**src/rtl/core/rtep_pkg.sv**
```systemverilog
package rtep_pkg;

   localparam int unsigned MAX_WIDTH  = 4096;
   localparam int unsigned WIDTH_W    = 13;
   localparam int unsigned HEIGHT_W   = 16;
   localparam int unsigned THRESH_W   = 9;
   localparam int unsigned FEED_W     = 8;
   localparam int unsigned COL_W      = 12;
   localparam int unsigned XB_W       = 10;
   localparam int unsigned LUM_W      = 19;
   localparam int unsigned SEQ_W      = 5;
   localparam int unsigned CSR_IDX_W  = 2;
   localparam int unsigned CSR_DATA_W = 16;

   localparam logic [WIDTH_W-1:0]  WIDTH_RESET  = 13'd384;
   localparam logic [HEIGHT_W-1:0] HEIGHT_RESET = 16'd1;
   localparam logic [THRESH_W-1:0] THRESH_RESET = 9'd128;
   localparam logic [FEED_W-1:0]   FEED_RESET   = 8'd3;

   localparam logic [CSR_IDX_W-1:0] CSR_WIDTH  = 2'd0;
   localparam logic [CSR_IDX_W-1:0] CSR_HEIGHT = 2'd1;
   localparam logic [CSR_IDX_W-1:0] CSR_THRESH = 2'd2;
   localparam logic [CSR_IDX_W-1:0] CSR_FEED   = 2'd3;

   localparam logic [LUM_W-1:0] LUM_RED    = 19'd299;
   localparam logic [LUM_W-1:0] LUM_GREEN  = 19'd587;
   localparam logic [LUM_W-1:0] LUM_BLUE   = 19'd114;
   localparam logic [LUM_W-1:0] THR_SCALE  = 19'd1000;

   localparam logic [7:0] BYTE_ESC  = 8'h1B;
   localparam logic [7:0] BYTE_AT   = 8'h40;
   localparam logic [7:0] BYTE_GS   = 8'h1D;
   localparam logic [7:0] BYTE_LC_V = 8'h76;
   localparam logic [7:0] BYTE_ZERO = 8'h30;
   localparam logic [7:0] BYTE_MODE = 8'h00;
   localparam logic [7:0] BYTE_LC_D = 8'h64;
   localparam logic [7:0] BYTE_UC_V = 8'h56;
   localparam logic [7:0] BYTE_CUT  = 8'h01;
   localparam logic [7:0] BIT_MSB   = 8'h80;

   // position within the byte sequence of one pixel's results
   localparam logic [SEQ_W-1:0] SEQ_HDR_ESC  = 5'd0;
   localparam logic [SEQ_W-1:0] SEQ_HDR_AT   = 5'd1;
   localparam logic [SEQ_W-1:0] SEQ_HDR_GS   = 5'd2;
   localparam logic [SEQ_W-1:0] SEQ_HDR_V    = 5'd3;
   localparam logic [SEQ_W-1:0] SEQ_HDR_ZERO = 5'd4;
   localparam logic [SEQ_W-1:0] SEQ_HDR_MODE = 5'd5;
   localparam logic [SEQ_W-1:0] SEQ_HDR_XL   = 5'd6;
   localparam logic [SEQ_W-1:0] SEQ_HDR_XH   = 5'd7;
   localparam logic [SEQ_W-1:0] SEQ_HDR_YL   = 5'd8;
   localparam logic [SEQ_W-1:0] SEQ_HDR_YH   = 5'd9;
   localparam logic [SEQ_W-1:0] SEQ_DATA     = 5'd10;
   localparam logic [SEQ_W-1:0] SEQ_TRL_ESC  = 5'd11;
   localparam logic [SEQ_W-1:0] SEQ_TRL_D    = 5'd12;
   localparam logic [SEQ_W-1:0] SEQ_TRL_FEED = 5'd13;
   localparam logic [SEQ_W-1:0] SEQ_TRL_GS   = 5'd14;
   localparam logic [SEQ_W-1:0] SEQ_TRL_V    = 5'd15;
   localparam logic [SEQ_W-1:0] SEQ_TRL_CUT  = 5'd16;

   typedef enum logic [1:0] {
      KIND_HEADER  = 2'd0,
      KIND_DATA    = 2'd1,
      KIND_TRAILER = 2'd2
   } byte_kind_type;

   typedef struct packed {
      logic [7:0] red;
      logic [7:0] green;
      logic [7:0] blue;
   } req_type;

   typedef struct packed {
      logic [7:0]    out_byte;
      byte_kind_type byte_kind;
      logic          run_last;
      logic          frame_end;
   } rsp_type;

endpackage

```
**src/rtl/core/rgb_threshold_escpos_raster_packer.sv**
```systemverilog
// A pixel is registered in the pixel stage; one that completes a byte then loads the
// job stage, whose registers drive rsp_valid and the first result byte.
// Throughput: 1 pixel per cycle while each pixel yields at most one byte and rsp_ready
// is high; a pixel that yields n bytes (header, data, trailer, up to 17) holds the
// output port for its n bytes, one byte per cycle while rsp_ready is high.
// Reset: synchronous; clears counters and stages, loads register reset values.
module rgb_threshold_escpos_raster_packer
   import rtep_pkg::*;
(
   input  logic                  clock,
   input  logic                  reset,
   input  logic                  req_valid,
   output logic                  req_ready,
   input  req_type               req_data,
   output logic                  rsp_valid,
   input  logic                  rsp_ready,
   output rsp_type               rsp_data,
   input  logic                  csr_valid,
   output logic                  csr_ready,
   input  logic [CSR_IDX_W-1:0]  csr_index,
   input  logic [CSR_DATA_W-1:0] csr_data
);

   logic [WIDTH_W-1:0]  width_ff;
   logic [HEIGHT_W-1:0] height_ff;
   logic [THRESH_W-1:0] thresh_ff;
   logic [FEED_W-1:0]   feed_ff;

   logic                pix_valid_ff;
   req_type             pix_ff;

   logic [COL_W-1:0]    col_ff, col_in;
   logic [HEIGHT_W-1:0] row_ff, row_in;
   logic [7:0]          pack_ff, pack_in;
   logic [2:0]          bit_ff, bit_in;
   logic                hdr_sent_ff, hdr_sent_in;

   logic                job_valid_ff;
   logic                job_trl_ff;
   logic [7:0]          job_byte_ff;
   logic [SEQ_W-1:0]    seq_ff;

   logic [WIDTH_W-1:0]  eff_w;
   logic [HEIGHT_W-1:0] eff_h;
   logic [WIDTH_W-1:0]  xb_sum;
   logic [XB_W-1:0]     xb;
   logic [LUM_W-1:0]    lum;
   logic [LUM_W-1:0]    thr_scaled;
   logic                black;
   logic                row_end;
   logic                byte_done;
   logic                img_end;
   logic [7:0]          bits_set;
   logic                seq_last;
   logic                job_free;
   logic                adv;
   logic [7:0]          out_byte;
   byte_kind_type       kind;

   assign csr_ready = 1'b1;

   always_ff @(posedge clock) begin
      if (reset) begin
         width_ff  <= WIDTH_RESET;
         height_ff <= HEIGHT_RESET;
         thresh_ff <= THRESH_RESET;
         feed_ff   <= FEED_RESET;
      end else if (csr_valid) begin
         unique case (csr_index)
            CSR_WIDTH:  width_ff  <= csr_data[WIDTH_W-1:0];
            CSR_HEIGHT: height_ff <= csr_data[HEIGHT_W-1:0];
            CSR_THRESH: thresh_ff <= csr_data[THRESH_W-1:0];
            CSR_FEED:   feed_ff   <= csr_data[FEED_W-1:0];
         endcase
      end
   end

   always_comb begin
      if (width_ff == '0) begin
         eff_w = WIDTH_W'(1);
      end else if (width_ff > WIDTH_W'(MAX_WIDTH)) begin
         eff_w = WIDTH_W'(MAX_WIDTH);
      end else begin
         eff_w = width_ff;
      end
   end

   assign eff_h  = (height_ff == '0) ? HEIGHT_W'(1) : height_ff;
   assign xb_sum = eff_w + WIDTH_W'(7);
   assign xb     = xb_sum[WIDTH_W-1:3];

   assign lum = LUM_RED * LUM_W'(pix_ff.red) + LUM_GREEN * LUM_W'(pix_ff.green)
              + LUM_BLUE * LUM_W'(pix_ff.blue);
   assign thr_scaled = LUM_W'(thresh_ff) * THR_SCALE;
   assign black      = lum < thr_scaled;

   assign row_end   = ({1'b0, col_ff} + WIDTH_W'(1)) >= eff_w;
   assign byte_done = row_end || (bit_ff == 3'd7);
   assign img_end   = row_end && (({1'b0, row_ff} + 17'd1) >= {1'b0, eff_h});
   assign bits_set  = pack_ff | (black ? (BIT_MSB >> bit_ff) : 8'h00);

   assign seq_last = job_trl_ff ? (seq_ff == SEQ_TRL_CUT) : (seq_ff == SEQ_DATA);
   assign job_free = !job_valid_ff || (rsp_ready && seq_last);
   assign adv      = pix_valid_ff && (!byte_done || job_free);
   assign req_ready = !pix_valid_ff || adv;

   always_comb begin
      col_in      = row_end ? '0 : col_ff + COL_W'(1);
      row_in      = img_end ? '0 : (row_end ? row_ff + HEIGHT_W'(1) : row_ff);
      pack_in     = byte_done ? 8'h00 : bits_set;
      bit_in      = byte_done ? 3'd0 : bit_ff + 3'd1;
      hdr_sent_in = img_end ? 1'b0 : (byte_done ? 1'b1 : hdr_sent_ff);
   end

   always_ff @(posedge clock) begin
      if (reset) begin
         pix_valid_ff <= 1'b0;
      end else if (req_ready) begin
         pix_valid_ff <= req_valid;
      end
   end

   always_ff @(posedge clock) begin
      if (req_valid && req_ready) begin
         pix_ff <= req_data;
      end
   end

   always_ff @(posedge clock) begin
      if (reset) begin
         col_ff      <= '0;
         row_ff      <= '0;
         pack_ff     <= '0;
         bit_ff      <= '0;
         hdr_sent_ff <= 1'b0;
      end else if (adv) begin
         col_ff      <= col_in;
         row_ff      <= row_in;
         pack_ff     <= pack_in;
         bit_ff      <= bit_in;
         hdr_sent_ff <= hdr_sent_in;
      end
   end

   always_ff @(posedge clock) begin
      if (reset) begin
         job_valid_ff <= 1'b0;
         seq_ff       <= '0;
      end else if (adv && byte_done) begin
         job_valid_ff <= 1'b1;
         seq_ff       <= hdr_sent_ff ? SEQ_DATA : SEQ_HDR_ESC;
      end else if (job_valid_ff && rsp_ready) begin
         if (seq_last) begin
            job_valid_ff <= 1'b0;
         end else begin
            seq_ff <= seq_ff + SEQ_W'(1);
         end
      end
   end

   always_ff @(posedge clock) begin
      if (adv && byte_done) begin
         job_trl_ff  <= img_end;
         job_byte_ff <= bits_set;
      end
   end

   always_comb begin
      unique case (seq_ff)
         SEQ_HDR_ESC:  out_byte = BYTE_ESC;
         SEQ_HDR_AT:   out_byte = BYTE_AT;
         SEQ_HDR_GS:   out_byte = BYTE_GS;
         SEQ_HDR_V:    out_byte = BYTE_LC_V;
         SEQ_HDR_ZERO: out_byte = BYTE_ZERO;
         SEQ_HDR_MODE: out_byte = BYTE_MODE;
         SEQ_HDR_XL:   out_byte = xb[7:0];
         SEQ_HDR_XH:   out_byte = 8'(xb[XB_W-1:8]);
         SEQ_HDR_YL:   out_byte = eff_h[7:0];
         SEQ_HDR_YH:   out_byte = eff_h[15:8];
         SEQ_DATA:     out_byte = job_byte_ff;
         SEQ_TRL_ESC:  out_byte = BYTE_ESC;
         SEQ_TRL_D:    out_byte = BYTE_LC_D;
         SEQ_TRL_FEED: out_byte = feed_ff;
         SEQ_TRL_GS:   out_byte = BYTE_GS;
         SEQ_TRL_V:    out_byte = BYTE_UC_V;
         SEQ_TRL_CUT:  out_byte = BYTE_CUT;
         default:      out_byte = 8'h00;
      endcase
   end

   always_comb begin
      if (seq_ff < SEQ_DATA) begin
         kind = KIND_HEADER;
      end else if (seq_ff == SEQ_DATA) begin
         kind = KIND_DATA;
      end else begin
         kind = KIND_TRAILER;
      end
   end

   assign rsp_valid          = job_valid_ff;
   assign rsp_data.out_byte  = out_byte;
   assign rsp_data.byte_kind = kind;
   assign rsp_data.run_last  = seq_last;
   assign rsp_data.frame_end = seq_last && job_trl_ff;

endmodule

```
**config.mk**
```make
export PLATFORM = sky130hd
export DESIGN_NAME = rgb_threshold_escpos_raster_packer
export DESIGN_NICKNAME = d
export VERILOG_FILES = /design/src/rtl/core/rtep_pkg.sv /design/src/rtl/core/rgb_threshold_escpos_raster_packer.sv
export SDC_FILE = /design/constraint.sdc
export NUM_CORES = 1
export LEC_CHECK = 0
export ABC_AREA = 1
export BUFFER_PORTS_ARGS = -buffer_cell sky130_fd_sc_hd__buf_2
export CORE_MARGIN = 4
export CORE_UTILIZATION = 35
export CTS_CLUSTER_SIZE = 30
export DETAILED_ROUTE_END_ITERATION = 16
export SETUP_SLACK_MARGIN = 0.02
export SYNTH_ARGS = -nofsm -noshare
export SYNTH_HDL_FRONTEND = slang
export SYNTH_SLANG_ARGS = --single-unit
```
**constraint.sdc**
```tcl
create_clock -name clock -period 13.08 [get_ports clock]
set_clock_uncertainty 0.1 [all_clocks]
set_input_delay 0 -clock clock [delete_from_list [all_inputs] [get_ports clock]]
set_output_delay 0 -clock clock [all_outputs]
set_load 0.005 [all_outputs]
```
# Yosys cells after proc, flatten, opt, wreduce, memory -nomap -nowiden
# Index checks and enable logic that the tools add are counted.
# classes
add_sub_neg	9
mul	4
order_cmp	5
n_eq_ne	20
shift	1
n_mux	22
n_bitwise	1
reduce_logical	32
# ops
cell	n
case mux 8 bit (14 select lines)	1
two-way mux 16 bit	3
== test 5 x 4 -> 1 bit (second input constant)	8
two-way mux 13 bit	2
adder 17 x 18 -> 19 bit	1
adder 19 x 15 -> 19 bit	1
< comparator 19 bit	1
multiplier 10 x 8 -> 18 bit (first input constant)	1
adder 16 x 1 -> 17 bit (second input constant)	1
greater-or-equal comparator 17 x 16 -> 1 bit	1
multiplier 9 x 8 -> 17 bit (first input constant)	1
adder 16 x 1 -> 16 bit (second input constant)	1
zero test 16 bit	1
multiplier 9 x 7 -> 16 bit (second input constant)	1
two-way mux 8 bit	2
AND reduction 2 bit	8
== test 5 x 3 -> 1 bit (second input constant)	3
two-way mux 5 bit	3
multiplier 6 x 8 -> 14 bit (first input constant)	1
adder 12 x 1 -> 13 bit (second input constant)	1
adder 13 x 3 -> 13 bit (second input constant)	1
greater-or-equal comparator 13 bit	1
greater-than comparator 13 bit (second input constant)	1
zero test 13 bit	1
other kinds (25)	48
# totals
reg_bits	126
inputBits	47
out_inout_bits	15
elab_cells	111

# Depth between registers and ports, before layout
# Gate-level depths: netlist of run 1.
# logic_depth
depth_word	11
ltp_mapped	34
ltp_nobuf	34

# Worst setup path after synthesis of run 1
# Ideal clock, no wire load.
# synth_timing
kind	register to register
start	register pix_ff[0] (netlist bit)
end	register job_byte_ff[1] (data pin)
setup_time_ns	0.134
t_arrival_ns	6.429
t_required_ns	12.846
path_slack_ns	6.417
path_stages_with_launch	35
path_buffers	0
period_less_slack_ns	6.663
path_cell_list	edfxtp_1 > fa_1 > inv_1 > fa_1 > inv_1 > ha_1 > ha_1 > inv_1 > fa_1 > o21ai_0 > nand2_1 > nand2_1 > nand2_1 > nand2_1 > xor2_1 > inv_1 > ha_1 > inv_1 > fa_1 > fa_1 > inv_1 > ha_1 > nand2_1 > inv_1 > a21boi_0 > inv_1 > a21oi_1 > nand2_1 > xor2_1 > ha_1 > a21oi_1 > o21ai_0 > nor2_1 > nand4_1 > nand2_1
# synth_between
elab_chain_cells	5
# synth_lines
element	line_no	source
start: declaration	rgb_threshold_escpos_raster_packer.sv:30	req_type pix_ff;
start signal: assignment	rgb_threshold_escpos_raster_packer.sv:125	pix_ff <= req_data;
multiplier 6 x 8 -> 14 bit	rgb_threshold_escpos_raster_packer.sv:93	+ LUM_BLUE * LUM_W'(pix_ff.blue);
adder 19 x 15 -> 19 bit	rgb_threshold_escpos_raster_packer.sv:93	
< comparator 19 bit	rgb_threshold_escpos_raster_packer.sv:95	assign black = lum < thr_scaled;
two-way mux 8 bit	rgb_threshold_escpos_raster_packer.sv:100	assign bits_set = pack_ff | (black ? (BIT_MSB >> bit_ff) : 8'h00);
OR 8 bit	rgb_threshold_escpos_raster_packer.sv:100	
named net bits_set[1]	rgb_threshold_escpos_raster_packer.sv:53	logic [7:0] bits_set;
end signal: assignment	rgb_threshold_escpos_raster_packer.sv:164	job_byte_ff <= bits_set;
end: declaration	rgb_threshold_escpos_raster_packer.sv:40	logic [7:0] job_byte_ff;
# The timed path passes the listed nets, and every way through them passes these cells.
# A chain may end at the register's enable or synchronous reset.

# Final worst setup path of run 1
# Same ends and word-level chain as after synthesis.

==> flow_summary.ini, run 1 <==
[status]
status = complete, no violations

[critical_path]
rr_startpoint = pix_ff[0]$_DFFE_PP_
slowest_stage = fa_1
cp-end-kind = register
reg2regPathDepth = 34
r2r_setup_slack_ns = 5.68
start_kind = register
critPathArrivalTime_ns = 7.60
required_ns = 13.28
r2r_end = job_byte_ff[1]$_DFFE_PP_
crit_type = register to register
critical_path.max_stage_delay_ns = 0.56
cp_max_fo = 8

[yosys]
synth_top_family_by_area = adder cells
synth.avg_cell_area_um2 = 8.15
synthSimpleGateAreaFrac_pct = 16.3
syn_inst = 1531
synthAdderAreaFrac_pct = 35.7
ys_seq_elements = 126
synthMuxAreaShare_pct = 0
synth_cell_types = 47
yosysWarnings = 0
synth_ff_type = dfxtp_1
async_flop_share_pct = 0
synth-compound-area-share_pct = 10.2
synth_top_area_share_pct = 20.0
syn_nets = 1875
yosys-top-cells-area = ha_1 (20%), fa_1 (16%), dfxtp_1 (15%), inv_1 (10%), edfxtp_1 (7.9%)
synth-xor-area-share_pct = 3.79
synth_area_um2 = 12500
synth_most_common_cell = inv_1
synth_edf_count = 33
synth_common_cells = inv_1 (332), nand2_1 (221), ha_1 (199)
synth-seq-area-share_pct = 22.9
yosysTopAreaCell = ha_1

[clock_network]
root_buffer = clkbuf_16
clkLatencyLatePin_ns = 0.44
clk_path_buf_depth = 2
clock_sink_count = 126
cts.reportedPaths.clkPinSlew_ns = 0.06
cts_tree = done
cts_setup_buffers = 0
numCtsBuffers = 17
h-tree-depth = 4

[grt]
grt_pass1_wl_um = 49600
grt_pass1_vias = 10100
grt_max_degree = 56
antenna_found_initial = 0
grtUsageTotal_pct = 15.6
grt-ovfl-total = 0

[cells_and_area]
drive_gt1_share_pct = 7.66
finalNetCount = 1988
num_antenna_cells = 0
area_delta_synth_final_pct = 15.4
finish.instance_area_um2 = 14400
utilization_pct = 41.3

[power_and_ir_drop]
power_mw = 3.39
p_leak_nw = 7.27
ir_drop_mv = 0.266
powerDensity_nw_per_um2 = 236

[sta]
fmax_mhz = 135
finalSetupViolCount = 0
rsz0062_at_grt = false
fin_ws_ns = 5.68
hold_viol_final = 0
fin_setup_tns_ns = 0
maxSlewViolCount = 0
fin_crit_sh_pct = 56.5
max_slew.worst_pin.slew_ns = 0.918
relSlewSlack_pct = 38.7
final.min_clock_period_ns = 7.40

[placement]
gp_congestion = 0.884
port_buffers = 60
placed_area_um2 = 13200
preCtsSetupSlack_ns = 5.69
dp_hpwl_um = 23300

[detailed_routing]
final_antenna_net_count = 0
drc = 0
num_vias = 9950
firstDrtPassIters = 5
viasPerCell = 4.71
wirelength_um = 28900
avgRoutedWirePerCell_um = 13.7
first_iter_violations = 541

[worst_hold_path]
min_to = pix_ff[11]$_DFFE_PP_
hp-start = req_data[11]
whs_path_depth = 2
hold_class = primary input to register

[run]
max_cap_viol_count = 0

[die]
die_h_um = 197
die_w_um = 197
num_io_pins = 62
initial_utilization_pct = 35.8
row_count = 68
die_area_um2 = 38700
fp.coreArea_um2 = 34900
layout make-up:
| cell class | count | area [um^2] |
|---|---|---|
| multi-input cells | 1043 | 8220 |
| clock inverters | 13 | 126 |
| flip-flops and latches | 126 | 2850 |
| fillers | 3504 | 20500 |
| inverters | 339 | 1280 |
| repair buffers | 117 | 868 |
| clock buffers | 19 | 475 |
| well taps | 455 | 569 |
power by group:
part	switching [mW]	internal (mW)
sequential	0.0265	0.427
clock	0.198	0.287
combinational	1.45	1.00
worst max path at each step:
stage,from,end,slack [ns],cells after the start
6_report,pix_ff[0]$_DFFE_PP_,job_byte_ff[1]$_DFFE_PP_,5.68,34
3_3_place_gp,pix_ff[0]$_DFFE_PP_,job_byte_ff[1]$_DFFE_PP_,5.79,34
5_1_grt,pix_ff[0]$_DFFE_PP_,pack_ff[3]$_SDFFE_PP0P_,5.03,34
2_1_floorplan,pix_ff[0]$_DFFE_PP_,job_byte_ff[1]$_DFFE_PP_,6.42,34
4_1_cts,pix_ff[0]$_DFFE_PP_,job_byte_ff[1]$_DFFE_PP_,5.68,29
3_5_place_dp,pix_ff[0]$_DFFE_PP_,pack_ff[1]$_SDFFE_PP0P_,5.69,29
cell usage in the layout (no fill, tap or decap), types with 17 or more instances in the layout:
| cell | synthesis | layout |
|---|---|---|
| nand3_1 | 58 | 58 |
| dfxtp_1 | 93 | 93 |
| nor2_1 | 108 | 108 |
| nand4_1 | 27 | 27 |
| inv_1 | 332 | 332 |
| dlygate4sd3_1 | 0 | 56 |
| nand2_1 | 221 | 221 |
| edfxtp_1 | 33 | 33 |
| fa_1 | 98 | 98 |
| xor2_1 | 37 | 37 |
| xnor2_1 | 17 | 17 |
| ha_1 | 199 | 199 |
| a21oi_1 | 109 | 109 |
| buf_2 | 5 | 60 |
| o21ai_0 | 83 | 83 |
| clkbuf_16 | 0 | 19 |
routing by layer:
metal  vias to the layer above  GRT usage, %  routed length [um]
met5                         -             0                   0
met2                       140          25.0               12900
li1                       5127             -                   -
met4                         0          4.39                 484
met3                        32          2.55                 788
met1                      4651          21.8               14700
what timing repair did:
action	CTS	global route
hold buffers	56	0
endpoints found under the hold margin	89	0
resized for setup	0	0
cell families (layout without fill, tap and decap cells):
family / after synthesis / count (layout)
other: 1 / 1
adders and majority gates: 297 / 297
and+or+nand+nor: 459 / 459
DFF: 126 / 126
buffers and inverters: 362 / 488
AOI/OAI and AO/OA: 232 / 232
xor gates and xnor gates: 54 / 54
state kept, by name, summed over array words and instances, names as in the netlist:
name	flops
job_trl_ff	1
row_ff	16
rsp_valid	1
thresh_ff	9
pack_ff	8
pix_valid_ff	1
bit_ff	3
job_byte_ff	8
hdr_sent_ff	1
col_ff	12
width_ff	13
seq_ff	5
feed_ff	8
pix_ff	24
height_ff	16
per-stage QoR:
stage          hold slack (ns)  std cells
6_report                 0.174       2112
5_1_grt                  0.152       2112
4_1_cts                  0.141       2112
3_5_place_dp            0.0781       2024
3_3_place_gp            0.0763       2024
2_1_floorplan         -0.00113       1531
worst max-delay path: cells and delay by family, from the launching register on:
| family | cells | cell delay, ns |
|---|---|---|
| adders and majority gates | 10 | 3.79 |
| buffers and inverters | 7 | 0.33 |
| AOI/OAI and AO/OA | 4 | 0.73 |
| and+or+nand+nor | 11 | 1.55 |
| xor gates and xnor gates | 2 | 0.31 |
| DFF | 1 | 0.47 |
Note: power is estimated with default switching activity, not from simulation.
==> run 2: changes to the inputs <==
==> constraint.sdc (replaced) <==
create_clock -name clock -period 6.4 [get_ports clock]
set_clock_uncertainty 0.1 [all_clocks]
set_input_delay 0 -clock clock [delete_from_list [all_inputs] [get_ports clock]]
set_output_delay 0 -clock clock [all_outputs]
set_load 0.005 [all_outputs]
==> run 2 against run 1 <==
Against the previous run: the flow now finishes with violations (negative setup slack); worst setup slack got worse by 6.1 ns; final cell count increased by 1.9%; first-iteration DRC count down 12%; power rose to 2.6 times the previous value; via count rose by 2.4%; critical path type unchanged; largest power group unchanged.
==> flow_summary.ini, run 2 (synthesized netlist as in run 1, its figures left out) <==
[status]
status = complete, but fails checks
violations = negative setup slack

[cells_and_area]
finish.instance_area_um2 = 14900
largest_reg_flops = 24
drive_gt1_share_pct = 12.2
utilization_pct = 42.8
num_antenna_cells = 0
layout.cells.most_common = inv_1
area_delta_synth_final_pct = 19.8
reg_top3 = pix_ff x24, height_ff x16, row_ff x16
layout_common_cells = inv_1 (329), nand2_1 (216), ha_1 (192)
largest-register = pix_ff
finalNetCount = 2029
fillerInstances = 3505

[critical_path]
start_kind = register
r2r_end = job_byte_ff[3]$_DFFE_PP_
cp_common_cell = fa_1
required_ns = 6.49
critPathArrivalTime_ns = 6.87
rr_startpoint = pix_ff[0]$_DFFE_PP_
cp_max_fo = 8
r2r_setup_slack_ns = -0.38
crit_type = register to register
reg2regPathDepth = 31
cp-end-kind = register
slowest_stage = fa_1
worst-path-buf-inv = 6
critical_path.max_stage_delay_ns = 0.54
crit_family = adder cells

[grt]
grtUsageTotal_pct = 15.7
grt_pass1_vias = 10100
grt-ovfl-total = 0
grt_max_degree = 55
grt_pass1_wl_um = 49900
antenna_found_initial = 0

[die]
row_count = 68
num_io_pins = 62
die_w_um = 197
die_area_um2 = 38700
fp.coreArea_um2 = 34900
initial_utilization_pct = 35.8
die_h_um = 197

[clock_network]
clk_path_buf_depth = 2
clkLatencyLatePin_ns = 0.44
cts.reportedPaths.clkPinSlew_ns = 0.07
clock_sink_count = 126
root_buffer = clkbuf_16
cts_tree = done
numCtsBuffers = 17
h-tree-depth = 4

[worst_hold_path]
hp-start = req_data[23]
min_to = pix_ff[23]$_DFFE_PP_
hold_class = primary input to register
whs_path_depth = 2

[placement]
port_buffers = 60
preCtsSetupSlack_ns = -0.474
dp_hpwl_um = 23400
gp_congestion = 0.863
placed_area_um2 = 13600

[sta]
fin_ws_ns = -0.382
final.min_clock_period_ns = 6.78
max_slew.worst_pin.slew_ns = 0.961
fin_crit_sh_pct = 106
finalSetupViolCount = 15
relSlewSlack_pct = 35.4
hold_viol_final = 0
maxSlewViolCount = 0
fin_setup_tns_ns = -4.61
rsz0062_at_grt = true
fmax_mhz = 147

[detailed_routing]
avgRoutedWirePerCell_um = 13.6
wirelength_um = 29300
first_iter_violations = 476
firstDrtPassIters = 7
drc = 0
num_vias = 10200
final_antenna_net_count = 0
viasPerCell = 4.73

[run]
max_cap_viol_count = 0

[power_and_ir_drop]
ir_drop_mv = 0.641
power_mw = 8.92
powerDensity_nw_per_um2 = 597
p_leak_nw = 7.51
[run 2: cell types whose count changed in the layout (fill, tap and decap cells not counted), sizes merged, moves of 2 or more]
cell      change
clkinvlp      -2
clkinv        -3
buf          +40
inv           +3
[run 2: what timing repair did]
action                                  in CTS  in global routing
endpoints found under the setup margin      15                 15
hold endpoints to repair                    89                  0
pin swaps                                   26                 17
resized for setup                           25                 10
buffers inserted                             4                  0
hold buffers                                57                  0
[run 2: worst reg2reg max path, delay by kind of cell, from the launching register on]
| family | cells | cell delay (ns) |
|---|---|---|
| AOI/OAI and AO/OA | 2 | 0.13 |
| xor gates and xnor gates | 2 | 0.30 |
| buffers and inverters | 6 | 0.36 |
| adders and majority gates | 11 | 4.18 |
| and+or+nand+nor | 10 | 1.08 |
| DFF | 1 | 0.42 |
[run 2: worst max path at each step]
| stage | end | depth (start not counted) | start | slack [ns] |
|---|---|---|---|---|
| floorplan | job_byte_ff[1]$_DFFE_PP_ | 33 | pix_ff[2]$_DFFE_PP_ | -0.03 |
| global placement | job_byte_ff[5]$_DFFE_PP_ | 34 | pix_ff[2]$_DFFE_PP_ | -0.41 |
| detailed placement | pack_ff[7]$_SDFFE_PP0P_ | 33 | pix_ff[2]$_DFFE_PP_ | -0.47 |
| CTS | job_byte_ff[3]$_DFFE_PP_ | 31 | pix_ff[0]$_DFFE_PP_ | -0.34 |
| global route | job_byte_ff[3]$_DFFE_PP_ | 31 | pix_ff[0]$_DFFE_PP_ | -0.81 |
| finish | job_byte_ff[3]$_DFFE_PP_ | 31 | pix_ff[0]$_DFFE_PP_ | -0.38 |
[run 2: metal layers]
layer	up-vias	GRT usage, %	routed length (um)
met3	26	2.77	1100
met1	4785	21.6	14200
met2	169	25.7	13500
met4	0	3.90	483
li1	5204	-	-
met5	-	0	0
[run 2: layout make-up]
type	count	area, um^2	area share [%]
clock inverter	12	146	0.979
clock buffer	20	468	3.13
timing repair buffer	158	1180	7.91
multi-input combinational	1043	8450	56.5
inverter	339	1280	8.54
tap	455	569	3.81
sequential	126	2850	19.1
[run 2: metrics by stage]
stage	hold WS [ns]	cells
after floorplan	-0.00113	1531
after global placement	0.0758	2061
after detailed placement	0.0781	2061
after CTS	0.142	2153
after global routing	0.157	2153
final	0.169	2153
[run 2: where the power goes]
part | switching (mW) | total, mW | internal (mW)
clock | 0.406 | 1.02 | 0.617
combinational | 3.77 | 6.97 | 3.20
sequential | 0.0518 | 0.925 | 0.873
==> run 3: changes to the inputs <==
--- a/config.mk
+++ b/config.mk
@@ -9,6 +9,7 @@
 export BUFFER_PORTS_ARGS = -buffer_cell sky130_fd_sc_hd__buf_2
 export CORE_MARGIN = 4
 export CORE_UTILIZATION = 35
+export CTS_CLUSTER_DIAMETER = 60
 export CTS_CLUSTER_SIZE = 30
 export DETAILED_ROUTE_END_ITERATION = 16
 export SETUP_SLACK_MARGIN = 0.02
==> constraint.sdc (replaced) <==
create_clock -name clock -period 8 [get_ports clock]
set_clock_uncertainty 0.1 [all_clocks]
set_input_delay 0 -clock clock [delete_from_list [all_inputs] [get_ports clock]]
set_output_delay 0 -clock clock [all_outputs]
set_load 0.005 [all_outputs]
==> run 3 against run 2 <==
Against the previous run: the flow now finishes without violations; cell area decreased by 4.0%; non-clock buffer count decreased by 42; power decreased by 39%; routed wire length decreased by 0.82%; die area unchanged; worst setup slack improved by 1.0 ns; global-route usage decreased by 0.18 points; largest cell class unchanged; highest routed layer unchanged.
==> flow_summary.ini, run 3 (synthesized netlist as in run 1, its figures left out) <==
[die]
row_count = 68
die_w_um = 197
initial_utilization_pct = 35.8
die_h_um = 197
die_area_um2 = 38700
num_io_pins = 62
fp.coreArea_um2 = 34900

[detailed_routing]
viasPerCell = 4.78
num_vias = 10100
wirelength_um = 29000
final_antenna_net_count = 0
drc = 0
first_iter_violations = 510
firstDrtPassIters = 5
avgRoutedWirePerCell_um = 13.7

[cells_and_area]
utilization_pct = 41.1
finalNetCount = 1987
layout_common_cells = inv_1 (332), nand2_1 (221), ha_1 (199)
num_antenna_cells = 0
drive_gt1_share_pct = 7.73
area_delta_synth_final_pct = 15.1
area.sequential_um2 = 2850
largest-register = pix_ff
largest_reg_flops = 24
reg_top3 = pix_ff x24, height_ff x16, row_ff x16
multi_input_area_um2 = 8230
finish.instance_area_um2 = 14400
layout.cells.most_common = inv_1
fillerInstances = 3486

[critical_path]
cp_common_cell = nand2_1
crit_type = register to register
crit_family = adder cells
required_ns = 8.21
slowest_stage = fa_1
worst-path-buf-inv = 4
critical_path.max_stage_delay_ns = 0.57
cp_max_fo = 8
cp-end-kind = register
start_kind = register
critPathArrivalTime_ns = 7.56

[sta]
finalSetupViolCount = 0
hold_viol_final = 0
fin_crit_sh_pct = 91.9
holdWs_ns = 0.151
relSlewSlack_pct = 39.4
maxSlewViolCount = 0
fin_setup_tns_ns = 0
fmax_mhz = 136
final.min_clock_period_ns = 7.35
max_slew.worst_pin.slew_ns = 0.903
rsz0062_at_grt = false

[grt]
grt_pass1_wl_um = 49100
grt_pass1_vias = 9974
antenna_found_initial = 0
grt-ovfl-total = 0
grt_max_degree = 56
grtUsageTotal_pct = 15.5

[power_and_ir_drop]
p_leak_nw = 7.26
internal-power_mw = 2.74
swShare_pct = 49.9
powerDensity_nw_per_um2 = 382
p_clk_share_pct = 13.8
seq_power_share_pct = 13.5
pwr-share-comb_pct = 72.6
ir_drop_mv = 0.400
p_sw_mw = 2.73

[clock_network]
cts.reportedPaths.clkPinSlew_ns = 0.06
h-tree-depth = 4
cts_tree = done
clkLatencyLatePin_ns = 0.45
root_buffer = clkbuf_16
numCtsBuffers = 17
clk_path_buf_depth = 2
clock_sink_count = 126

[run]
max_cap_viol_count = 0

[placement]
dp_hpwl_um = 23500
port_buffers = 60
placed_area_um2 = 13200
gp_congestion = 0.894

[worst_hold_path]
hold_class = primary input to register

[status]
status = complete, no violations
-- run 3: area by class of cell --
cell class | count | area share, %
multi-input cells | 1043 | 57.3
inverters | 339 | 8.89
repair buffers | 116 | 5.98
well taps | 455 | 3.97
clock inverters | 15 | 0.985
clock buffers | 17 | 2.96
flip-flops and latches | 126 | 19.9
-- run 3: power groups by stage --
| stage | Sequential (mW) | Combinational [mW] | Clock, mW |
|---|---|---|---|
| 2_1_floorplan | 0.739 | 3.16 | 0 |
| 3_3_place_gp | 0.755 | 3.89 | 0 |
| 3_5_place_dp | 0.755 | 3.99 | 0 |
| 4_1_cts | 0.742 | 4.04 | 0.778 |
| 5_1_grt | 0.747 | 4.72 | 0.804 |
| 6_report | 0.742 | 3.98 | 0.758 |
-- run 3: metrics by stage --
step / std cells / worst slack, ns / total power [mW]
after floorplan: 1531 / 1.34 / 3.90
after global placement: 2024 / 0.714 / 4.65
after detailed placement: 2024 / 0.533 / 4.74
after CTS: 2111 / 0.502 / 5.56
after global routing: 2111 / 0.0772 / 6.27
final: 2111 / 0.649 / 5.48
-- run 3: worst paths after layout --
| path | cells past startpoint | slack (ns) | to | start |
|---|---|---|---|---|
| max | 33 | 0.65 | job_byte_ff[3]$_DFFE_PP_ | pix_ff[2]$_DFFE_PP_ |
| min | 2 | 0.15 | pix_ff[3]$_DFFE_PP_ | req_data[3] |
| max reg2reg | 33 | 0.65 | job_byte_ff[3]$_DFFE_PP_ | pix_ff[2]$_DFFE_PP_ |
| min reg2reg | 2 | 0.36 | pack_ff[0]$_SDFFE_PP0P_ | pack_ff[0]$_SDFFE_PP0P_ |
-- run 3: layer usage --
| layer | wire length (um) | track usage (%) | vias to the layer above | share of wire, % |
|---|---|---|---|---|
| met5 | 0 | 0 | - | 0 |
| met4 | 480 | 4.34 | 0 | 1.7 |
| met3 | 876 | 2.72 | 29 | 3.0 |
| met2 | 13200 | 24.9 | 166 | 45 |
| met1 | 14500 | 21.6 | 4784 | 50 |
| li1 | - | - | 5115 | - |
-- run 3: what timing repair did --
item                                    CTS  global route
setup buffers                             0             0
hold endpoints to repair                 90             0
endpoints found under the setup margin    0            12
hold buffers                             55             0
gates resized for setup                   0             1
